## src/rtl/core/cts_pkg.sv

```systemverilog
package cts_pkg;

    localparam int QDEPTH  = 8;
    localparam int QIDX_W  = (QDEPTH > 1) ? $clog2(QDEPTH) : 1;
    localparam int QFILL_W = $clog2(QDEPTH + 1);
    localparam int QSUM_W  = QFILL_W + 1;

    localparam logic [7:0] COUNT_CEIL = 8'hFF;

    typedef enum logic [1:0] {
        CMD_REQ  = 2'd0,
        CMD_TICK = 2'd1,
        CMD_ACK  = 2'd2,
        CMD_RSVD = 2'd3
    } cmd_t;

    typedef enum logic [1:0] {
        PH_IDLE      = 2'd0,
        PH_ACK_START = 2'd1,
        PH_TIMER     = 2'd2,
        PH_ACK_TIMER = 2'd3
    } phase_t;

    typedef enum logic {
        CS_ACCEPT = 1'b0,
        CS_EXEC   = 1'b1
    } ctl_state_t;

    typedef struct packed {
        logic [15:0] period;
        logic [7:0]  count;
        logic [7:0]  target;
    } job_t;

    typedef struct packed {
        logic capture;
        logic exec;
    } dp_cmd_t;

    typedef struct packed {
        logic out_valid;
    } dp_status_t;

    function automatic logic [7:0] sat_add(input logic [7:0] a, input logic [7:0] b);
        logic [8:0] s;
        s = {1'b0, a} + {1'b0, b};
        return s[8] ? COUNT_CEIL : s[7:0];
    endfunction

    // Reduces a sum below twice the depth to a queue slot index.
    function automatic logic [QIDX_W-1:0] qwrap(input logic [QSUM_W-1:0] s);
        logic [QSUM_W-1:0] r;
        r = (s >= QSUM_W'(QDEPTH)) ? s - QSUM_W'(QDEPTH) : s;
        return r[QIDX_W-1:0];
    endfunction

    function automatic logic [15:0] load_value(input logic [15:0] p);
        return (p == 16'd0) ? 16'd1 : p;
    endfunction

endpackage

```

## src/rtl/core/cts_ctrl.sv

```systemverilog
module cts_ctrl import cts_pkg::*; (
    input  logic       aclk,
    input  logic       aresetn,
    input  logic       s_tvalid,
    output logic       s_tready,
    input  logic       m_tready,
    input  dp_status_t status,
    output dp_cmd_t    cmd
);

    ctl_state_t state_reg, state_next;
    logic       slot_free;

    // The result slot is free when empty or being drained at this edge.
    assign slot_free = !status.out_valid || m_tready;

    always_ff @(posedge aclk) begin
        if (!aresetn) begin
            state_reg <= CS_ACCEPT;
        end else begin
            state_reg <= state_next;
        end
    end

    always_comb begin
        state_next = state_reg;
        unique case (state_reg)
            CS_ACCEPT: begin
                if (s_tvalid && slot_free) begin
                    state_next = CS_EXEC;
                end
            end
            CS_EXEC: begin
                state_next = CS_ACCEPT;
            end
            default: begin
                state_next = CS_ACCEPT;
            end
        endcase
    end

    always_comb begin
        s_tready    = 1'b0;
        cmd.capture = 1'b0;
        cmd.exec    = 1'b0;
        unique case (state_reg)
            CS_ACCEPT: begin
                s_tready    = slot_free;
                cmd.capture = s_tvalid && slot_free;
            end
            CS_EXEC: begin
                cmd.exec = 1'b1;
            end
            default: begin
                s_tready = 1'b0;
            end
        endcase
    end

endmodule

```

## src/rtl/core/cts_datapath.sv

```systemverilog
module cts_datapath import cts_pkg::*; (
    input  logic        aclk,
    input  logic        aresetn,
    input  dp_cmd_t     cmd,
    output dp_status_t  status,
    input  logic [31:0] in_data,
    input  logic [1:0]  in_kind,
    output logic        m_tvalid,
    input  logic        m_tready,
    output logic [23:0] m_tdata
);

    job_t mem [QDEPTH];

    // Algorithm state.
    phase_t              phase_reg, phase_next;
    logic [7:0]          run_target_reg, run_target_next;
    logic [7:0]          run_rem_reg, run_rem_next;
    logic [15:0]         run_period_reg, run_period_next;
    logic [15:0]         countdown_reg, countdown_next;
    logic [QIDX_W-1:0]   head_reg, head_next;
    logic [QFILL_W-1:0]  fill_reg, fill_next;

    // Captured transaction and queue read.
    cmd_t                kind_reg;
    logic [7:0]          tid_reg;
    logic [7:0]          cnt_reg;
    logic [15:0]         per_reg;
    logic [QIDX_W-1:0]   raddr_reg;
    job_t                rd_reg;

    // Result register.
    logic                out_valid_reg;
    logic [18:0]         out_reg, out_next;

    logic                we;
    logic [QIDX_W-1:0]   waddr;
    job_t                wdata;
    logic [QIDX_W-1:0]   tail_idx, slot_idx, raddr;
    logic [7:0]          ack_rem;
    logic                accepted, iv;
    logic [7:0]          it, itimes;

    assign tail_idx = qwrap(QSUM_W'(head_reg) + QSUM_W'(fill_reg) - QSUM_W'(1));
    assign slot_idx = qwrap(QSUM_W'(head_reg) + QSUM_W'(fill_reg));
    assign raddr    = (cmd_t'(in_kind) == CMD_REQ) ? tail_idx : head_reg;
    assign ack_rem  = (cnt_reg >= run_rem_reg) ? 8'd0 : run_rem_reg - cnt_reg;

    // The queue is written only in the update cycle of a transaction.
    always_ff @(posedge aclk) begin
        if (cmd.capture) begin
            kind_reg  <= cmd_t'(in_kind);
            tid_reg   <= in_data[7:0];
            cnt_reg   <= in_data[15:8];
            per_reg   <= in_data[31:16];
            raddr_reg <= raddr;
            rd_reg    <= mem[raddr];
        end
        if (cmd.exec && we) begin
            mem[waddr] <= wdata;
        end
    end

    always_comb begin
        phase_next      = phase_reg;
        run_target_next = run_target_reg;
        run_rem_next    = run_rem_reg;
        run_period_next = run_period_reg;
        countdown_next  = countdown_reg;
        head_next       = head_reg;
        fill_next       = fill_reg;
        we              = 1'b0;
        waddr           = slot_idx;
        wdata           = '{period: per_reg, count: cnt_reg, target: tid_reg};
        accepted        = 1'b1;
        iv              = 1'b0;
        it              = 8'd0;
        itimes          = 8'd0;

        unique case (kind_reg)
            CMD_REQ: begin
                if (tid_reg != 8'd0 && cnt_reg != 8'd0) begin
                    priority if (phase_reg == PH_IDLE) begin
                        run_target_next = tid_reg;
                        run_rem_next    = cnt_reg;
                        run_period_next = per_reg;
                        phase_next      = PH_ACK_START;
                        iv              = 1'b1;
                        it              = tid_reg;
                        itimes          = cnt_reg;
                    end else if (fill_reg == '0) begin
                        if (run_target_reg == tid_reg && run_period_reg == per_reg) begin
                            run_rem_next = sat_add(run_rem_reg, cnt_reg);
                        end else begin
                            we        = 1'b1;
                            waddr     = head_reg;
                            fill_next = QFILL_W'(1);
                        end
                    end else if (rd_reg.target == tid_reg && rd_reg.period == per_reg) begin
                        we          = 1'b1;
                        waddr       = raddr_reg;
                        wdata.count = sat_add(rd_reg.count, cnt_reg);
                    end else if (fill_reg < QFILL_W'(QDEPTH)) begin
                        we        = 1'b1;
                        waddr     = slot_idx;
                        fill_next = fill_reg + QFILL_W'(1);
                    end else begin
                        accepted = 1'b0;
                    end
                end
            end
            CMD_TICK: begin
                if (phase_reg == PH_TIMER) begin
                    if (countdown_reg <= 16'd1) begin
                        countdown_next = 16'd0;
                        phase_next     = PH_ACK_TIMER;
                        iv             = 1'b1;
                        it             = run_target_reg;
                        itimes         = run_rem_reg;
                    end else begin
                        countdown_next = countdown_reg - 16'd1;
                    end
                end
            end
            CMD_ACK: begin
                if (phase_reg == PH_ACK_START || phase_reg == PH_ACK_TIMER) begin
                    priority if (ack_rem != 8'd0) begin
                        run_rem_next   = ack_rem;
                        phase_next     = PH_TIMER;
                        countdown_next = load_value(run_period_reg);
                    end else if (fill_reg != '0) begin
                        // rd_reg holds the head entry read at capture.
                        run_target_next = rd_reg.target;
                        run_rem_next    = rd_reg.count;
                        run_period_next = rd_reg.period;
                        head_next       = qwrap(QSUM_W'(head_reg) + QSUM_W'(1));
                        fill_next       = fill_reg - QFILL_W'(1);
                        phase_next      = PH_TIMER;
                        countdown_next  = load_value(rd_reg.period);
                    end else begin
                        phase_next      = PH_IDLE;
                        run_target_next = 8'd0;
                        run_rem_next    = 8'd0;
                        run_period_next = 16'd0;
                        countdown_next  = 16'd0;
                    end
                end
            end
            CMD_RSVD: begin
                accepted = 1'b1;
            end
            default: begin
                accepted = 1'b1;
            end
        endcase

        out_next = {(phase_next != PH_IDLE), itimes, it, iv, accepted};
    end

    always_ff @(posedge aclk) begin
        if (!aresetn) begin
            phase_reg      <= PH_IDLE;
            run_target_reg <= 8'd0;
            run_rem_reg    <= 8'd0;
            run_period_reg <= 16'd0;
            countdown_reg  <= 16'd0;
            head_reg       <= '0;
            fill_reg       <= '0;
            out_valid_reg  <= 1'b0;
        end else begin
            if (cmd.exec) begin
                phase_reg      <= phase_next;
                run_target_reg <= run_target_next;
                run_rem_reg    <= run_rem_next;
                run_period_reg <= run_period_next;
                countdown_reg  <= countdown_next;
                head_reg       <= head_next;
                fill_reg       <= fill_next;
                out_valid_reg  <= 1'b1;
            end else if (m_tready) begin
                out_valid_reg  <= 1'b0;
            end
        end
    end

    always_ff @(posedge aclk) begin
        if (cmd.exec) begin
            out_reg <= out_next;
        end
    end

    assign m_tvalid         = out_valid_reg;
    assign m_tdata          = {5'd0, out_reg};
    assign status.out_valid = out_valid_reg;

endmodule

```

## src/rtl/core/coalescing_tap_scheduler_core.sv

```systemverilog
// Coalescing tap scheduler.
// The s_ channel carries one transaction per event: s_tuser selects a tap
// request, a one-millisecond tick or an acknowledge of issued taps, and
// s_tdata carries the target id, the tap count and the period. Every
// transaction yields exactly one result transaction on the m_ channel with
// the accepted flag, an optional tap issue (target and times) and the busy
// flag after the event.
// A transaction is captured, and the job queue read, at the accepting
// edge; the state update and the result load follow in the cycle after.
// No new transaction is taken while one is in its update cycle, as the
// job queue memory is read through a register ahead of that cycle.
// A new transaction is accepted while the previous result still waits, as
// long as that result is taken in the same cycle; if m_tready stays low the
// result holds and s_tready stays low.
// Reset clears the scheduler to idle with an empty job queue; no clearing
// pass is needed, and the block accepts transactions right after reset.
module coalescing_tap_scheduler_core import cts_pkg::*; (
    input  logic        aclk,
    input  logic        aresetn,
    input  logic        s_tvalid,
    output logic        s_tready,
    input  logic [31:0] s_tdata,  // target_id[7:0], count[15:8], period_ms[31:16]
    input  logic [1:0]  s_tuser,  // command[1:0]
    output logic        m_tvalid,
    input  logic        m_tready,
    output logic [23:0] m_tdata   // accepted[0], issue_valid[1], issue_target[9:2],
                                  // issue_times[17:10], busy_res[18], zero fill
);

    dp_cmd_t    cmd;
    dp_status_t status;

    cts_ctrl u_ctrl (
        .aclk     (aclk),
        .aresetn  (aresetn),
        .s_tvalid (s_tvalid),
        .s_tready (s_tready),
        .m_tready (m_tready),
        .status   (status),
        .cmd      (cmd)
    );

    cts_datapath u_dp (
        .aclk     (aclk),
        .aresetn  (aresetn),
        .cmd      (cmd),
        .status   (status),
        .in_data  (s_tdata),
        .in_kind  (s_tuser),
        .m_tvalid (m_tvalid),
        .m_tready (m_tready),
        .m_tdata  (m_tdata)
    );

endmodule
```

## config.mk

```make
export PLATFORM = sky130hd
export DESIGN_NAME = coalescing_tap_scheduler_core
export DESIGN_NICKNAME = d
export VERILOG_FILES = /design/src/rtl/core/cts_pkg.sv /design/src/rtl/core/cts_ctrl.sv /design/src/rtl/core/cts_datapath.sv /design/src/rtl/core/coalescing_tap_scheduler_core.sv
export SDC_FILE = /design/constraint.sdc
export NUM_CORES = 1
export LEC_CHECK = 0
export BUFFER_PORTS_ARGS = -buffer_cell sky130_fd_sc_hd__clkbuf_2
export CAP_MARGIN = 20
export CORE_MARGIN = 2
export CORE_UTILIZATION = 50
export CTS_CLUSTER_SIZE = 10
export DETAILED_ROUTE_END_ITERATION = 16
export GPL_ROUTABILITY_DRIVEN = 0
export GPL_TIMING_DRIVEN = 0
export PLACE_DENSITY_LB_ADDON = 0.3
export SLEW_MARGIN = 20
export SYNTH_ARGS = -nofsm -noshare
export SYNTH_HDL_FRONTEND = slang
export SYNTH_SLANG_ARGS = --single-unit
```

## constraint.sdc

```tcl
create_clock -name aclk -period 6.75 [get_ports aclk]
set_input_delay 1.35 -clock aclk [delete_from_list [all_inputs] [get_ports aclk]]
set_output_delay 1.35 -clock aclk [all_outputs]
set_load 0.005 [all_outputs]
```

==> run summary, run 1 <==
Largest cells by area after synthesis -> edfxtp_1 56%, nand2_1 7.3%, dfxtp_1 6.4%
Clock Latency Late Sink -> 0.60 ns
Clock sinks -> 403
Clk_skew -> 0.0234 ns
Max reg flops -> 256
CP required -> 7.04 ns
PwrDens -> 266 nW/um^2
Layout Cells excl Fill -> 2256
P_leak -> 7.51 nW
Reg2reg end -> u_dp.mem[5][16]
Synthesized instance count -> 1646
Dpl hpwl -> 33600 microns
Commonest non-fill, non-tap cell in the layout -> nand2_1
Die span in x -> 196 microns
Simple-gate portion of the synthesized area -> 17.8%
Area leader, netlist -> edfxtp_1
Max cap viols -> 0
# rows -> 70
CTS buffer count -> 47
Ys async rst share -> 0%
CP cell instances -> xor2_1, nor4_1, nand4_1, or2_2, a2111oi_2, o221ai_1, or2_2, nor2b_4, buf_16
Largest stage delay on the critical path -> 0.63 ns
Max H-tree Level -> 2
CP most frequent cell -> or2_2
Final ANT Viol Nets -> 0
Post-Synth Adder-Cell Area -> 2.53%
# diodes -> 0
Sequential fraction of the synthesis area -> 62.3%
# DRC -> 0
Hold Crit Start -> u_dp.countdown_reg[9]
Share of the synthesized area in the top cell type -> 55.9%
Worst min path class -> reg2reg
Critical path peak fanout -> 19
Post-cts resize count -> 0
WHS Path Cells -> 2
Worst Tran Pin Value -> 1.08 ns
Max-slew headroom -> 27.8%
Setup crit end kind -> flip-flop
Fin. Hold Viols -> 0
Core box area -> 36500 sq um
Die Height -> 196 microns
Synth Area in XOR/XNOR -> 3.32%
Dpl cell area -> 19700 sq um
Hold Buf Count CTS -> 0
Initial antenna violation count -> 0
Netlist cell types -> 67
FF-to-FF setup slack -> 2.18 ns
Worst path bufs/invs -> 1
Final worst-path cycle share -> 67.7%
Total Wirelength -> 48400 microns
Clock buffer depth -> 3
Total Nets Final -> 1843
Post-Synthesis Cell Area -> 18500 sq um
Setup TNS -> 0 ns
Synth Area in Compound Gates -> 10.3%
Pre-CTS WS -> 2.26 ns
First-pass iteration count of the detailed router -> 5
Vias in the first global route -> 13100
PortBufs -> 58
Largest family of logic cells by synthesized area -> simple AND/OR/NAND/NOR gates
CP Data Arrival Time -> 4.86 ns
Hold endpoint -> u_dp.countdown_reg[9]
GR Util All Layers -> 25.4%
First-pass GRT wire length -> 74700 microns
Met2 wire length -> 22400 microns
Synth Flop Type -> edfxtp_1
Starting density of the core -> 50.6%
Die area -> 38500 sq um
Met3 routed WL -> 4180 microns
FF-to-FF Start -> u_dp.tid_reg[5]
Post-CTS setup buffer count -> 0
Max Used Layer -> met4
Post-route minimum period -> 4.57 ns
Final setup viols -> 0
Mux cell area share after synthesis -> 0.542%
Filler cells -> 2986
Final worst slack -> 2.18 ns
Fin. max-slew vios -> 0
Root Buffer Master -> clkbuf_16
Post-synth EDFFs -> 344
Status -> complete, no violations
WHS -> 0.533 ns
Final Cell Area -> 21000 sq um
DR iter-0 viols -> 1457
Clock transition at the registers of the reported paths -> 0.05 ns
Average cell area after synthesis -> 11.2 sq um
Largest net degree at the start of global routing -> 48
CTS tree -> done
Total gr overflow -> 0
DR vias -> 13500
Total power -> 5.60 mW
Crit-path leading delay family -> simple AND/OR/NAND/NOR gates
Inst Count DP -> 2189
Syn-to-layout area delta -> 13.8%
Reg2Reg Depth -> 9
Commonest non-fill, non-tap cells in the layout -> 360 x nand2_1, 344 x edfxtp_1, 188 x nand3_1
YS warnings -> 0
Post-layout util -> 57.6%
Crit-path slowest cell -> edfxtp_1
Vias/cell -> 5.96
Worst setup SP type -> flip-flop
Worst IR drop on VDD -> 187 uV
CP Class -> reg2reg
Layout cell share with drive strength beyond 1 -> 10.7%
Wire length per cell -> 21.4 microns
Synth Register Bits -> 403
FMAX -> 0.219 GHz
Wl on met1 -> 20000 microns
Ports -> 64
Unrepaired setup endpoints after global routing -> no
where the power goes:
| part | internal [mW] | total (mW) | switching, mW |
|---|---|---|---|
| clock | 1.33 | 2.31 | 0.978 |
| sequential | 2.77 | 2.85 | 0.0815 |
| combinational | 0.151 | 0.446 | 0.295 |
metal layers:
layer | track usage, % | vias up
li1 | - | 6232
met1 | 35.1 | 6472
met2 | 40.6 | 622
met3 | 4.11 | 127
met4 | 10.1 | 0
met5 | 0 | -
cells by family after synthesis:
kind of cell	Yosys count
DFF	403
and+or+nand+nor	735
muxes	10
xor gates and xnor gates	70
adders and majority gates	35
buffers and inverters	138
other	1
AOI/OAI and AO/OA	254
worst max path at each step:
stage,to,cells after the start,startpoint
finish,u_dp.mem[5][16],9,u_dp.tid_reg[5]
global route,u_dp.mem[1][4],10,u_dp.tid_reg[5]
CTS,u_dp.mem[1][4],9,u_dp.tid_reg[5]
detailed placement,u_dp.mem[1][24],9,u_dp.tid_reg[5]
global placement,u_dp.mem[6][31],8,u_dp.tid_reg[5]
floorplan,u_dp.mem[6][0],8,u_dp.tid_reg[7]
final cells by class:
type / instances / area, sq um / share of cell area (%)
Buffer: 98 / 432 / 2.05
Clock buffer: 62 / 1250 / 5.96
Clock inverter: 5 / 111 / 0.530
Inverter: 40 / 150 / 0.714
Multi-Input combinational cell: 1109 / 6440 / 30.7
Sequential cell: 403 / 11500 / 54.8
Tap cell: 468 / 586 / 2.79
Timing Repair Buffer: 71 / 534 / 2.54
cell usage after synthesis, types with 20 or more instances:
cell type,number
a21oi_1,44
dfxtp_1,59
a311oi_2,22
xor2_1,54
nor3_1,20
nand2_1,360
nand3_1,188
nor4_1,26
o21ai_0,68
clkbuf_1,77
edfxtp_1,344
nor2_1,72
inv_1,37
ha_1,31
worst min-delay path: cells and delay by family, from the launching register on:
kind             cells  cell delay (ns)
AO/OA/AOI/OAI        1             0.07
flip-flops           1             0.33
AND/OR/NAND/NOR      1             0.08
Power figures use the tool's default switching activity.
==> run 2, diff against run 1 <==
- clock period: 6.75 -> 4.1 ns (I/O delays scaled with it)
==> run 2 against run 1 <==
Net effect:
- via count increased by 0.79%
- sequential share of layout area decreased by 0.55 points
- global-route usage rose by 0.11 points
- routed wire length grew 0.53%
- clock-buffer cell count is 1 lower
- die area stayed put
- largest cell class unchanged
- largest power group unchanged
==> run summary, run 2 (same netlist as run 1, synthesis figures left out) <==
DR vias -> 13600 (+0.79%)
Commonest non-fill, non-tap cells in the layout -> 360 x nand2_1, 344 x edfxtp_1, 188 x nand3_1
Final worst-path cycle share -> 95.9% (+28 points)
First-pass GRT wire length -> 75000 microns (+0.40%)
Clock Power Share -> 40.4% (-0.8 points)
Psw -> 2.22 mW (+64%)
Reg2reg end -> u_dp.mem[0][13]
Worst setup SP type -> flip-flop
Comb power frac -> 8.3% (+0.3 points)
Hold Crit Start -> s_tdata[20]
Post-route minimum period -> 3.93 ns (-0.637 ns)
Total gr overflow -> 0 (unchanged)
# rows -> 70 (unchanged)
# DRC -> 0 (unchanged)
# diodes -> 0 (unchanged)
Total Wirelength -> 48600 microns (+0.53%)
First-pass iteration count of the detailed router -> 5 (unchanged)
Die span in x -> 196 microns (unchanged)
Die Height -> 196 microns (unchanged)
Worst Tran Pin Value -> 0.972 ns (-0.112 ns)
PwrDens -> 430 nW/um^2 (+61%)
Max reg flops -> 256 (unchanged)
Final ANT Viol Nets -> 0 (unchanged)
FMAX -> 0.254 GHz (+16%)
Hold endpoint -> u_dp.per_reg[4]
Power Internal -> 6.91 mW (+63%)
Max cap viols -> 0 (unchanged)
Post-layout util -> 58.1% (+0.58 points)
Root Buffer Master -> clkbuf_16
P_leak -> 7.65 nW (+1.8%)
PortBufs -> 58 (unchanged)
CP Launch Point -> u_dp.per_reg[11]
Status -> complete, no violations
Vias/cell -> 5.95 (-0.19%)
Dpl hpwl -> 33600 microns (about the same)
Wire length per cell -> 21.3 microns (-0.44%)
Setup TNS -> 0 ns (unchanged)
Unrepaired setup endpoints after global routing -> yes
Global routing met1 resource utilization -> 34.8% (-0.27 points)
CTS buffer count -> 47 (unchanged)
Worst IR drop on VDD -> 296 uV (+58%)
Critical path peak fanout -> 24 (+5)
FF-to-FF Start -> u_dp.per_reg[11]
CP Class -> reg2reg
Clock sinks -> 403 (unchanged)
Sw Ratio -> 24.3% (+0.15 points)
CTS tree -> done
Grt peak-use layer -> met2
GR Util All Layers -> 25.5% (+0.11 points)
Fin. max-slew vios -> 0 (unchanged)
Fin. Hold Viols -> 0 (unchanged)
Vias in the first global route -> 13100 (+0.44%)
Clock buffer depth -> 3 (unchanged)
Ports -> 64 (unchanged)
Reg2Reg Depth -> 10 (+1)
Hold Buf Count CTS -> 0 (unchanged)
Final setup viols -> 0 (unchanged)
Clk_skew -> 0.0267 ns (+0.00329 ns)
Commonest non-fill, non-tap cell in the layout -> nand2_1
Final Cell Area -> 21200 sq um (+1.0%)
DR iter-0 viols -> 1306 (-10%)
CP Data Arrival Time -> 4.21 ns (-0.65 ns)
Clock Latency Late Sink -> 0.60 ns (about the same)
Initial antenna violation count -> 1 (+1)
Clock transition at the registers of the reported paths -> 0.05 ns (about the same)
Max H-tree Level -> 2 (unchanged)
Sequential power share -> 51.3% (+0.5 points)
Layout cell share with drive strength beyond 1 -> 12.5% (+1.7 points)
Max-slew headroom -> 35.2% (+7.5 points)
CP required -> 4.38 ns (-2.66 ns)
Worst min path class -> in2reg
Starting density of the core -> 50.6% (unchanged)
Grt met2 use -> 40.6% (about the same)
Syn-to-layout area delta -> 15.0%
FF-to-FF setup slack -> 0.17 ns (-2.01 ns)
Die area -> 38500 sq um (unchanged)
Largest net degree at the start of global routing -> 48 (unchanged)
Setup crit end kind -> flip-flop
Dpl cell area -> 19700 sq um (about the same)
Total Nets Final -> 1864 (+1.1%)
Core box area -> 36500 sq um (unchanged)
WHS Path Cells -> 1 (-1)
GRT met3 Usage -> 4.06% (-0.052 points)
-- run 2: cell count changes in the layout (fill, tap and decap cells not counted), moves of 2 or more --
cell	change
buf_4	+17
clkbuf_1	-10
clkbuf_2	+10
buf_12	+3
clkinv_2	+3
and2_2	-2
and2_4	+2
clkbuf_8	-2
-- run 2: per-layer routing --
metal,part of all wire (%),wire length (microns)
met1,41,20100
met2,46,22400
met3,8.7,4230
met4,3.9,1910
met5,0,0
-- run 2: timing repair --
| action | 4_1_cts | 5_1_grt |
|---|---|---|
| buffers inserted | 10 | 13 |
| pin swaps | 3 | 0 |
| gates resized for setup | 3 | 24 |
| endpoints found under the setup margin | 206 | 81 |
-- run 2: layout make-up --
type	count	area, sq um
plain buffers	98	444
clock buffers	61	1230
clock inverters	7	96.3
fillers	2937	15300
inverters	40	150
multi-input cells	1109	6480
flip-flops and latches	403	11500
well taps	468	586
repair buffers	92	737
-- run 2: how the worst max path moves through the flow --
stage	endpoint	slack [ns]	depth (start not counted)
after CTS	u_dp.mem[0][13]	0.06	10
after floorplan	u_dp.mem[7][0]	-0.11	8
after global placement	u_dp.mem[3][24]	-1.88	8
after global routing	u_dp.rd_reg[26]	-0.05	14
after detailed placement	u_dp.mem[5][23]	-0.33	9
final	u_dp.mem[0][13]	0.17	10
-- run 2: through the flow --
stage / instances / total power, mW / hold slack (ns) / setup WS [ns]
final: 2278 / 9.13 / 0.401 / 0.166
after global placement: 2176 / 5.46 / 0.491 / -1.88
after CTS: 2265 / 9.14 / 0.374 / 0.0584
after detailed placement: 2187 / 5.49 / 0.496 / -0.331
after floorplan: 1650 / 5.20 / 0.472 / -0.105
after global routing: 2278 / 9.42 / 0.387 / -0.0501
-- run 2: worst max-delay path: stages, from the launching register on --
cell and delay [ns]:
edfxtp_1 0.59, xor2_1 0.22, nor4_1 0.43, nand4_1 0.33, nor4b_2 0.45, buf_2 0.30, a2bb2oi_1 0.14, o21a_1 0.20
a221oi_1 0.38, and2_4 0.34, buf_12 0.23
-- run 2: power groups by stage --
stage               sequential (mW)  combinational [mW]  clock (mW)
global placement               4.77               0.693           0
global route                   4.69               0.829        3.90
detailed placement             4.77               0.721           0
floorplan                      4.71               0.487           0
CTS                            4.68               0.726        3.73
finish                         4.68               0.756        3.69
